### src/lfac_pkg.sv
`timescale 1ns / 1ps
// Shared types and constants for the line follow / align controller.
// No dependencies; imported by the top level and its checker.
package lfac_pkg;

    // Default build values
    localparam int SAMPLE_BITS_DEF  = 12;
    localparam int SMOOTH_COUNT_DEF = 10;
    localparam int MS_BITS_DEF      = 16;

    // Fixed field widths
    localparam int REQ_W     = 2;
    localparam int FIELD_S_W = 12;   // sample field on the bus
    localparam int FIELD_MS_W = 16;  // align_ms field on the bus
    localparam int THR_W     = 12;
    localparam int DUTY_W    = 10;
    localparam int PHASE_W   = 2;
    localparam int CNT_W     = 4;    // priming counter, holds up to 15

    localparam int S_TDATA_W = 40;
    localparam int S_TUSER_W = 2;
    localparam int M_TDATA_W = 32;
    localparam int M_TUSER_W = 2;

    // Output beat bit positions
    localparam int OB_LFWD  = 0;
    localparam int OB_RFWD  = 1;
    localparam int OB_LCMP  = 2;
    localparam int OB_RCMP  = 12;
    localparam int OB_LSEEN = 22;
    localparam int OB_RSEEN = 23;
    localparam int OB_BUSY  = 24;
    localparam int OB_USED  = 25;

    // Configuration port
    localparam int CFG_IDX_W  = 2;
    localparam int CFG_DATA_W = 12;
    localparam logic [CFG_IDX_W-1:0] CFG_LEFT_THR  = 2'd0;
    localparam logic [CFG_IDX_W-1:0] CFG_RIGHT_THR = 2'd1;
    localparam logic [CFG_IDX_W-1:0] CFG_DUTY      = 2'd2;

    localparam logic [THR_W-1:0]  LEFT_THR_RST  = 12'd900;
    localparam logic [THR_W-1:0]  RIGHT_THR_RST = 12'd600;
    localparam logic [DUTY_W-1:0] DUTY_RST      = 10'd800;
    localparam logic [DUTY_W-1:0] STOP_COMPARE  = 10'd1000;

    typedef enum logic [PHASE_W-1:0] {
        PH_IDLE   = 2'd0,
        PH_PRIME  = 2'd1,
        PH_FOLLOW = 2'd2,
        PH_ALIGN  = 2'd3
    } t_phase;

    typedef enum logic [REQ_W-1:0] {
        REQ_START  = 2'd0,
        REQ_SAMPLE = 2'd1,
        REQ_TICK   = 2'd2
    } t_req;

endpackage

### src/line_follow_align_controller_unit.sv
`timescale 1ns / 1ps
// Line follow / align controller: filters two IR samples, steers two wheels.
// Latency: the result beat is valid on the cycle after its input beat is taken.
// Throughput: one beat per cycle unless stalled; the filter update, threshold compare
// and phase step are one pass of logic from the state registers to the result register.
// Reset (synchronous, active low): idle, filters and counters zero, wheels stopped,
// thresholds 900/600, drive duty 800, no result pending.
// Depends on lfac_pkg.
module line_follow_align_controller_unit #(
    parameter int SAMPLE_BITS  = lfac_pkg::SAMPLE_BITS_DEF,
    parameter int SMOOTH_COUNT = lfac_pkg::SMOOTH_COUNT_DEF,
    parameter int MS_BITS      = lfac_pkg::MS_BITS_DEF
) (
    input  logic                               i_clk,
    input  logic                               i_rst_n,
    // cfg write port
    input  logic                               i_cfg_wr_en,
    input  logic [lfac_pkg::CFG_IDX_W-1:0]     i_cfg_addr,
    input  logic [lfac_pkg::CFG_DATA_W-1:0]    i_cfg_data,
    // request stream
    input  logic                               i_s_tvalid,
    output logic                               o_s_tready,
    // [11:0] left_sample, [23:12] right_sample, [39:24] align_ms
    input  logic [lfac_pkg::S_TDATA_W-1:0]     i_s_tdata,
    // [1:0] req_type
    input  logic [lfac_pkg::S_TUSER_W-1:0]     i_s_tuser,
    // result stream
    output logic                               o_m_tvalid,
    input  logic                               i_m_tready,
    // [0] left_forward, [1] right_forward, [11:2] left_compare,
    // [21:12] right_compare, [22] left_line_seen, [23] right_line_seen,
    // [24] busy_res, [31:25] zero
    output logic [lfac_pkg::M_TDATA_W-1:0]     o_m_tdata,
    // done_res
    output logic                               o_m_tlast,
    // [1:0] phase
    output logic [lfac_pkg::M_TUSER_W-1:0]     o_m_tuser
);
    import lfac_pkg::*;

    // filter arithmetic: t = (C-1)*acc + s < 2^SUM_W, q = t*RECIP >> SHIFT is exact
    localparam int SUM_W       = SAMPLE_BITS + CNT_W;
    localparam int RECIP_SHIFT = SUM_W + CNT_W;
    localparam int RECIP_W     = RECIP_SHIFT;
    localparam int PROD_W      = SUM_W + RECIP_W;
    localparam longint unsigned RECIP_L =
        ((64'd1 << RECIP_SHIFT) + SMOOTH_COUNT - 1) / SMOOTH_COUNT;
    localparam logic [RECIP_W-1:0] RECIP = RECIP_W'(RECIP_L);
    localparam int CMP_W = (SAMPLE_BITS > THR_W) ? SAMPLE_BITS : THR_W;

    function automatic logic [SAMPLE_BITS-1:0] f_smooth(
        input logic [SAMPLE_BITS-1:0] acc,
        input logic [SAMPLE_BITS-1:0] smp
    );
        logic [SUM_W-1:0]  t;
        logic [PROD_W-1:0] p;
        t = SUM_W'(acc) * SUM_W'(SMOOTH_COUNT - 1) + SUM_W'(smp);
        p = PROD_W'(t) * PROD_W'(RECIP);
        return p[RECIP_SHIFT +: SAMPLE_BITS];
    endfunction

    // config
    logic [THR_W-1:0]  r_left_thr;
    logic [THR_W-1:0]  r_right_thr;
    logic [DUTY_W-1:0] r_duty;

    // state
    t_phase                 r_phase,  n_phase;
    logic [SAMPLE_BITS-1:0] r_lfilt,  n_lfilt;
    logic [SAMPLE_BITS-1:0] r_rfilt,  n_rfilt;
    logic [CNT_W-1:0]       r_cnt,    n_cnt;
    logic [MS_BITS-1:0]     r_rem,    n_rem;
    logic [1:0]             r_drive,  n_drive;
    logic [1:0]             r_flags,  n_flags;
    logic                   n_done;

    // result register
    logic                   r_out_valid;
    logic [M_TDATA_W-1:0]   r_tdata,  n_tdata;
    logic                   r_tlast;
    logic [M_TUSER_W-1:0]   r_tuser,  n_tuser;

    logic                   in_beat;
    t_req                   req;
    logic [SAMPLE_BITS-1:0] lsmp, rsmp;
    logic [SAMPLE_BITS-1:0] lsm, rsm;
    logic [MS_BITS-1:0]     ms_in;
    logic [MS_BITS-1:0]     rem_dec;
    logic [CNT_W-1:0]       cnt_inc;
    logic                   lseen, rseen;

    assign o_s_tready = !r_out_valid || i_m_tready;
    assign in_beat    = i_s_tvalid && o_s_tready;

    assign req   = t_req'(i_s_tuser[REQ_W-1:0]);
    assign lsmp  = SAMPLE_BITS'(i_s_tdata[FIELD_S_W-1:0]);
    assign rsmp  = SAMPLE_BITS'(i_s_tdata[2*FIELD_S_W-1:FIELD_S_W]);
    assign ms_in = MS_BITS'(i_s_tdata[2*FIELD_S_W +: FIELD_MS_W]);

    assign lsm     = f_smooth(r_lfilt, lsmp);
    assign rsm     = f_smooth(r_rfilt, rsmp);
    assign lseen   = CMP_W'(lsm) >= CMP_W'(r_left_thr);
    assign rseen   = CMP_W'(rsm) >= CMP_W'(r_right_thr);
    assign cnt_inc = r_cnt + CNT_W'(1);
    assign rem_dec = (r_rem == '0) ? '0 : r_rem - MS_BITS'(1);

    // next state
    always_comb begin
        logic eval_en;
        eval_en  = 1'b0;
        n_phase  = r_phase;
        n_lfilt  = r_lfilt;
        n_rfilt  = r_rfilt;
        n_cnt    = r_cnt;
        n_rem    = r_rem;
        n_drive  = r_drive;
        n_flags  = r_flags;
        n_done   = 1'b0;
        case (req)
            REQ_START: begin
                n_lfilt = lsmp;
                n_rfilt = rsmp;
                n_cnt   = '0;
                n_rem   = ms_in;
                n_drive = 2'b00;
                n_flags = 2'b00;
                n_phase = PH_PRIME;
            end
            REQ_SAMPLE: begin
                if (r_phase == PH_PRIME) begin
                    n_lfilt = lsm;
                    n_rfilt = rsm;
                    n_cnt   = cnt_inc;
                    eval_en = cnt_inc >= CNT_W'(SMOOTH_COUNT);
                end else if (r_phase == PH_FOLLOW) begin
                    n_lfilt = lsm;
                    n_rfilt = rsm;
                    eval_en = 1'b1;
                end
            end
            REQ_TICK: begin
                if (r_phase == PH_ALIGN) begin
                    n_rem = rem_dec;
                    if (rem_dec == '0) begin
                        n_drive = 2'b00;
                        n_phase = PH_IDLE;
                        n_done  = 1'b1;
                    end
                end
            end
            default: ;
        endcase

        if (eval_en) begin
            if (lseen && rseen) begin
                n_flags = 2'b00;
                if (r_rem == '0) begin
                    // zero align time: stop on this same beat
                    n_drive = 2'b00;
                    n_phase = PH_IDLE;
                    n_done  = 1'b1;
                end else begin
                    n_drive = 2'b11;
                    n_phase = PH_ALIGN;
                end
            end else begin
                n_flags = {rseen, lseen};
                n_drive = {!rseen, !lseen};
                n_phase = PH_FOLLOW;
            end
        end
    end

    // result beat from the post-update state
    always_comb begin
        n_tdata                              = '0;
        n_tdata[OB_LFWD]                     = n_drive[0];
        n_tdata[OB_RFWD]                     = n_drive[1];
        n_tdata[OB_LCMP +: DUTY_W]           = n_drive[0] ? r_duty : STOP_COMPARE;
        n_tdata[OB_RCMP +: DUTY_W]           = n_drive[1] ? r_duty : STOP_COMPARE;
        n_tdata[OB_LSEEN]                    = n_flags[0];
        n_tdata[OB_RSEEN]                    = n_flags[1];
        n_tdata[OB_BUSY]                     = n_phase != PH_IDLE;
        n_tuser                              = M_TUSER_W'(n_phase);
    end

    always_ff @(posedge i_clk) begin
        if (!i_rst_n) begin
            r_left_thr  <= LEFT_THR_RST;
            r_right_thr <= RIGHT_THR_RST;
            r_duty      <= DUTY_RST;
        end else if (i_cfg_wr_en) begin
            case (i_cfg_addr)
                CFG_LEFT_THR:  r_left_thr  <= i_cfg_data[THR_W-1:0];
                CFG_RIGHT_THR: r_right_thr <= i_cfg_data[THR_W-1:0];
                CFG_DUTY:      r_duty      <= i_cfg_data[DUTY_W-1:0];
                default: ;
            endcase
        end
    end

    always_ff @(posedge i_clk) begin
        if (!i_rst_n) begin
            r_phase     <= PH_IDLE;
            r_lfilt     <= '0;
            r_rfilt     <= '0;
            r_cnt       <= '0;
            r_rem       <= '0;
            r_drive     <= 2'b00;
            r_flags     <= 2'b00;
            r_out_valid <= 1'b0;
        end else begin
            if (in_beat) begin
                r_phase     <= n_phase;
                r_lfilt     <= n_lfilt;
                r_rfilt     <= n_rfilt;
                r_cnt       <= n_cnt;
                r_rem       <= n_rem;
                r_drive     <= n_drive;
                r_flags     <= n_flags;
                r_out_valid <= 1'b1;
            end else if (i_m_tready) begin
                r_out_valid <= 1'b0;
            end
        end
    end

    always_ff @(posedge i_clk) begin
        if (in_beat) begin
            r_tdata <= n_tdata;
            r_tlast <= n_done;
            r_tuser <= n_tuser;
        end
    end

    assign o_m_tvalid = r_out_valid;
    assign o_m_tdata  = r_tdata;
    assign o_m_tlast  = r_tlast;
    assign o_m_tuser  = r_tuser;

endmodule

### config.mk
export PLATFORM = sky130hd
export DESIGN_NAME = line_follow_align_controller_unit
export DESIGN_NICKNAME = d
export VERILOG_FILES = /design/src/lfac_pkg.sv /design/src/line_follow_align_controller_unit.sv
export SDC_FILE = /design/constraint.sdc
export NUM_CORES = 1
export LEC_CHECK = 0
export ABC_AREA = 1
export BUFFER_PORTS_ARGS = -buffer_cell sky130_fd_sc_hd__buf_2
export CELL_PAD_IN_SITES_DETAIL_PLACEMENT = 2
export CELL_PAD_IN_SITES_GLOBAL_PLACEMENT = 2
export CORE_MARGIN = 2
export CORE_UTILIZATION = 35
export CTS_BUF_LIST = sky130_fd_sc_hd__clkbuf_16
export DETAILED_ROUTE_END_ITERATION = 8
export GPL_TIMING_DRIVEN = 0
export PLACE_DENSITY = 0.85
export SLEW_MARGIN = 20
export SYNTH_ARGS = -nofsm -noshare
export SYNTH_HDL_FRONTEND = slang
export SYNTH_SLANG_ARGS = --single-unit
export TNS_END_PERCENT = 1
### constraint.sdc
create_clock -name i_clk -period 11.2 [get_ports i_clk]
set_input_delay 1.12 -clock i_clk [delete_from_list [all_inputs] [get_ports i_clk]]
set_output_delay 1.12 -clock i_clk [all_outputs]
set_load 0.05 [all_outputs]
**Yosys cells after proc, flatten, opt, wreduce, memory -nomap -nowiden**

Cells that the tools add are included.

- Register bits after elaboration: 113
- Input bits: 61
- Logic and storage cells: 93

- Multipliers: 4
- Reduce and logical (&&, ||, !) cells: 20
- Mux-type cells: 36
- $lt $le $gt $ge: 3
- Eq/ne operators: 10
- Add/subtract/negate cells: 4

Operators with widths:

| cell | number |
|---|---|
| 16-bit by 16-bit multiplier with 31-bit output (second input constant) | 2 |
| 12-bit two-way mux | 4 |
| 12-bit one-hot mux with 2 select lines | 2 |
| 16-bit by 12-bit adder with 16-bit output | 2 |
| 16-bit logical NOT | 2 |
| 12-bit by 4-bit multiplier with 16-bit output (second input constant) | 2 |
| 16-bit two-way mux | 2 |
| 16-bit one-hot mux with 2 select lines | 1 |
| 12-bit greater-or-equal comparator | 2 |
| 2-bit two-way mux | 12 |
| 16-bit by 1-bit subtractor with 16-bit output (second input constant) | 1 |
| 1-bit two-way mux | 11 |
| 3-bit AND reduction | 3 |
| 2-bit equality test (second input constant) | 4 |
| 2-bit one-hot mux with 2 select lines | 2 |
| 4-bit one-hot mux with 2 select lines | 1 |
| 2-bit nonzero test | 4 |
| 2-bit by 1-bit equality test with 1-bit output (second input constant) | 3 |
| 2-bit AND reduction | 3 |
| 4-bit by 1-bit adder with 4-bit output (second input constant) | 1 |
| 4-bit greater-or-equal comparator (second input constant) | 1 |
| 2-bit logical NOT | 2 |
| 4-bit two-way mux | 1 |
| 2-bit != test (second input constant) | 2 |
| other kinds (4) | 7 |

**Longest topological paths before layout**

- Depth in word-level cells: 9
- Gate-level depth with buffers: 49
- Gate-level depth less buffers: 49

**Worst setup path before layout**

OpenSTA, ideal clock, no wires.

- Kind: in2reg
- Start: input port i_s_tdata[19] (netlist bit)
- End: register r_tdata[10] (netlist: o_m_tdata[10]), data pin
- Stages on the path: 44
- Setup slack: 2.513 ns
- Path buffers: 0
- Data arrival time: 8.433 ns
- Library setup time: 0.254 ns
- Required time: 10.946 ns
- Path through: inv_1 -> fa_1 -> inv_1 -> ha_1 -> nand2_1 -> inv_1 -> nand4_1 -> nand3_1 -> nand2_1 -> a21oi_1 -> nand3_1 -> nand2_1 -> nand2_1 -> a21oi_1 -> ha_1 -> inv_1 -> ha_1 -> inv_1 -> [... 8 more ...] -> a21oi_1 -> o21ai_0 -> a21oi_1 -> o31a_1 -> nand2_1 -> a21o_1 -> nand2_1 -> nand2_1 -> ha_1 -> a21oi_1 -> o21ai_0 -> nand2_1 -> nand4_1 -> nand2_1 -> a21oi_1 -> a21oi_2 -> nand2_4 -> nand2_1

- Word-level cells in the longest chain between the ends: 6

RTL lines:

| what | line | text |
|---|---|---|
| start, declared | line_follow_align_controller_unit.sv:24 | `input logic [lfac_pkg::S_TDATA_W-1:0] i_s_tdata,` |
| 16-bit by 12-bit adder with 16-bit output | line_follow_align_controller_unit.sv:57 | `t = SUM_W'(acc) * SUM_W'(SMOOTH_COUNT - 1) + SUM_W'(smp);` |
| 16-bit by 16-bit multiplier with 31-bit output | line_follow_align_controller_unit.sv:58 | `p = PROD_W'(t) * PROD_W'(RECIP);` |
| 12-bit greater-or-equal comparator | line_follow_align_controller_unit.sv:103 | `assign rseen = CMP_W'(rsm) >= CMP_W'(r_right_thr);` |
| 1-bit logical AND | line_follow_align_controller_unit.sv:155 | `if (lseen && rseen) begin` |
| 2-bit two-way mux | line_follow_align_controller_unit.sv:155 |  |
| 2-bit two-way mux | line_follow_align_controller_unit.sv:154 | `if (eval_en) begin` |
| named net n_drive[0] | line_follow_align_controller_unit.sv:73 | `logic [1:0] r_drive, n_drive;` |
| end signal, assigned | line_follow_align_controller_unit.sv:230 | `r_tdata <= n_tdata;` |
| end, declared | line_follow_align_controller_unit.sv:79 | `logic [M_TDATA_W-1:0] r_tdata, n_tdata;` |

The timed path passes the listed nets, and every way through them passes these cells.
A chain may end at the register's enable or synchronous reset.

**Final worst setup path**

- Start: input port i_s_tdata[6] (netlist bit)
- End: register r_tdata[9] (netlist: o_m_tdata[9]), data pin

- Word-level cells in the longest chain between the ends: 6
- Elaborated cells on any way between the ends: 7
- Those cells by class: 1 x add/sub; 1 x mul; 1 x order compare; 2 x mux; 2 x reduce/logical

RTL lines:

| what | line | text |
|---|---|---|
| 16-bit by 12-bit adder with 16-bit output (*) | line_follow_align_controller_unit.sv:57 |  |
| 16-bit by 16-bit multiplier with 31-bit output (*) | line_follow_align_controller_unit.sv:58 |  |
| 12-bit greater-or-equal comparator (*) | line_follow_align_controller_unit.sv:102 | `assign lseen = CMP_W'(lsm) >= CMP_W'(r_left_thr);` |
| 1-bit logical NOT / 1-bit logical AND (equally long branches) | line_follow_align_controller_unit.sv:168, line_follow_align_controller_unit.sv:155 |  |
| 2-bit two-way mux (*) | line_follow_align_controller_unit.sv:155 |  |
| 2-bit two-way mux (*) | line_follow_align_controller_unit.sv:154 |  |
| named net n_drive[0] | line_follow_align_controller_unit.sv:73 |  |

The timed path passes the listed nets; every way through them passes the cells marked *.

==> flow_metrics.py <==
metrics = {
    "status": {
        "status": "finished clean",
    },
    "flow_run": {
        "maxCapViolCount": 0,
    },
    "sta": {
        "timing.final.max_slew_violations": 0,
        "maxSlewHeadroom_pct": 31.2,
        "finalSetupTns_ns": 0,
        "min_period_ns": 10.65,
        "setup_viol": 0,
        "skew_ns": 0.0107,
        "final-hold-violation-count": 0,
        "rsz0062_at_grt": "false",
        "finalCritPeriodShare_pct": 95.1,
        "worst_pin_slew_ns": 1.03,
        "fmax_mhz": 93.9,
    },
    "clock_tree": {
        "cts.sinks": 113,
        "root_buffer": "clkbuf_16",
        "cts.path.max_buffers": 2,
        "cts_setup_buffers": 0,
        "cts_hold_buffers": 0,
        "path_clk_slew_ns": 0.07,
        "ctsResizeCount": 0,
        "cts_max_level": 4,
        "clk_latency_ns": 0.44,
        "cts-buffers-inserted": 17,
        "cts_tree": "built",
    },
    "die": {
        "core_area_um2": 49900,
        "dieArea_um2": 52000,
        "initial_core_util_pct": 35.2,
        "die_y_um": 228,
        "io_pins": 98,
        "rows": 82,
        "die_w_um": 228,
    },
    "critical_path": {
        "cp.arrival_ns": 10.84,
        "path_class": "in -> reg",
        "crit_path_start": "i_s_tdata[6]",
        "required_ns": 11.39,
        "timing.rr.start": "r_rfilt[5]",
        "endpoint_kind": "flip-flop",
        "r2r_slack_ns": 0.76,
        "rr_endpoint": "o_m_tdata[13]",
        "critical_path.max_stage_delay_ns": 0.67,
        "cp_common_cell": "nand2_1",
        "critPathMaxFanout": 7,
        "crit_slowest_cell": "nor4_1",
        "startpoint_type": "input pin",
        "r2r_cells": 42,
        "crit_end": "o_m_tdata[9]",
    },
    "synth": {
        "avgSynthCellArea_um2": 7.96,
        "syn_inst": 2207,
        "ys.flop_type": "dfxtp_1",
        "syn_area_um2": 17600,
        "synth_edf_count": 28,
        "ys_async_sr_fraction_pct": 0,
        "netlist.area_leader.share_pct": 23.8,
        "synth_common_cells": "557 x inv_1, 334 x ha_1, 315 x nand2_1, 189 x a21oi_1, 178 x fa_1",
        "yosysSeqAreaShare_pct": 14.5,
        "ys_ff_latch": 113,
        "synth.distinct_cells": 51,
        "yosys-top-cells-area": "ha_1 24%, fa_1 20%, inv_1 12%, dfxtp_1 9.7%, nand2_1 6.7%",
        "synth_warnings": 0,
        "yosysTopAreaCell": "ha_1",
        "yosysMostFrequentCell": "inv_1",
    },
    "drt": {
        "antenna_left": 0,
        "drc": 0,
        "drtIter0Drc": 825,
        "vias_per_cell": 5.26,
        "num_vias": 15800,
        "dr.pass1.iters": 5,
        "wl_per_cell_um": 22.9,
        "wirelength_um": 68700,
    },
    "min_path": {
        "min_path_type": "reg -> reg",
    },
    "grt": {
        "grt_pass1_vias": 18800,
        "track_usage_pct": 26.9,
        "grt_remaining_overflow": 0,
        "grt_max_degree": 38,
        "grt_pass1_wl_um": 109000,
        "antenna_found_initial": 2,
    },
    "place": {
        "port_buffers": 89,
        "dp_hpwl_um": 54900,
        "place_congestion": 0.939,
    },
    "final_layout": {
        "areaGrowthSynthToFinish_pct": 10.8,
        "nets": 2894,
        "drive_gt1_share_pct": 7.63,
    },
}
## final cells by class
class | instances | area (um^2)
Fill cell | 5823 | 30400
Multi-Input combinational cell | 1498 | 12700
Sequential cell | 113 | 2540
Inverter | 565 | 2120
Tap cell | 672 | 841
Timing Repair Buffer | 89 | 445
Clock buffer | 17 | 425
Buffer | 37 | 179
Clock inverter | 15 | 150
Antenna cell | 1 | 2.50
## stage by stage
stage          std cells  instance area, um^2  hold slack [ns]  setup slack [ns]  utilization (%)
2_1_floorplan       2213                17600            0.435              2.51                -
3_3_place_gp        2974                18900            0.455             0.760             37.8
3_5_place_dp        2974                18900            0.461             0.277             37.8
4_1_cts             3006                19400            0.488             0.444             39.0
5_1_grt             3007                19400            0.513            0.0735             39.0
6_report            3007                19400            0.487             0.549             39.0
## cells by family after synthesis
group / synth area share (%)
compound gates: 11.4
xor+xnor: 2.33
fa+ha+maj: 44.1
buf+inv: 13.1
flops: 14.5
other cells: 0.0214
simple gates: 14.5
## sequential cells by signal, indices dropped and copies added (netlist names)
register / cells
r_phase: 2
r_left_thr: 12
o_m_tvalid: 1
r_rfilt: 12
r_flags: 2
r_rem: 16
r_cnt: 4
r_right_thr: 12
r_duty: 10
o_m_tlast: 1
o_m_tdata: 25
o_m_tuser: 2
r_lfilt: 12
r_drive: 2
## placed cells by master, fill, tap and decap left out, types with 8 or more instances in the layout
master     netlist  layout
o21ai_0         84      84
o211ai_1        15      15
nand3_1         71      71
a21o_1          14      14
clkbuf_16        0      17
buf_4            8       8
a221oi_1        12      12
nand4_1         26      26
nor2_1         113     113
xor2_1          28      28
edfxtp_1        28      28
inv_1          557     557
xnor2_1         15      15
fa_1           178     178
a21oi_1        189     188
o21bai_1        10      10
nand3_2          8       8
ha_1           334     334
nor3_1          14      14
clkbuf_1        26      26
buf_2            2      91
nand2_1        315     315
dfxtp_1         85      85
## worst max-delay path: cells and delay by family
kind | cells | cell delay [ns]
buf+inv | 9 | 0.82
xor+xnor | 2 | 0.99
simple gates | 13 | 2.33
fa+ha+maj | 10 | 4.08
compound gates | 7 | 1.46
## routing by layer
layer  vias up  track usage [%]  wire [um]
li1       7236                -          -
met1      8055             30.7      27300
met2       351             50.9      36600
met3       163             2.75       1930
met4         2             11.0       2870
met5         -                0         17
## worst min path at each step
stage | startpoint | end | cells after the start
CTS | r_left_thr[11] | r_left_thr[11] | 2
global placement | r_left_thr[6] | r_left_thr[6] | 2
detailed placement | r_left_thr[6] | r_left_thr[6] | 2
floorplan | r_right_thr[1] | r_right_thr[1] | 2
finish | r_right_thr[11] | r_right_thr[11] | 2
global route | r_left_thr[11] | r_left_thr[11] | 2
Power is left out: the tool's default activity adds up to more than one toggle a clock period on the data nets, which glitch-free logic cannot reach.
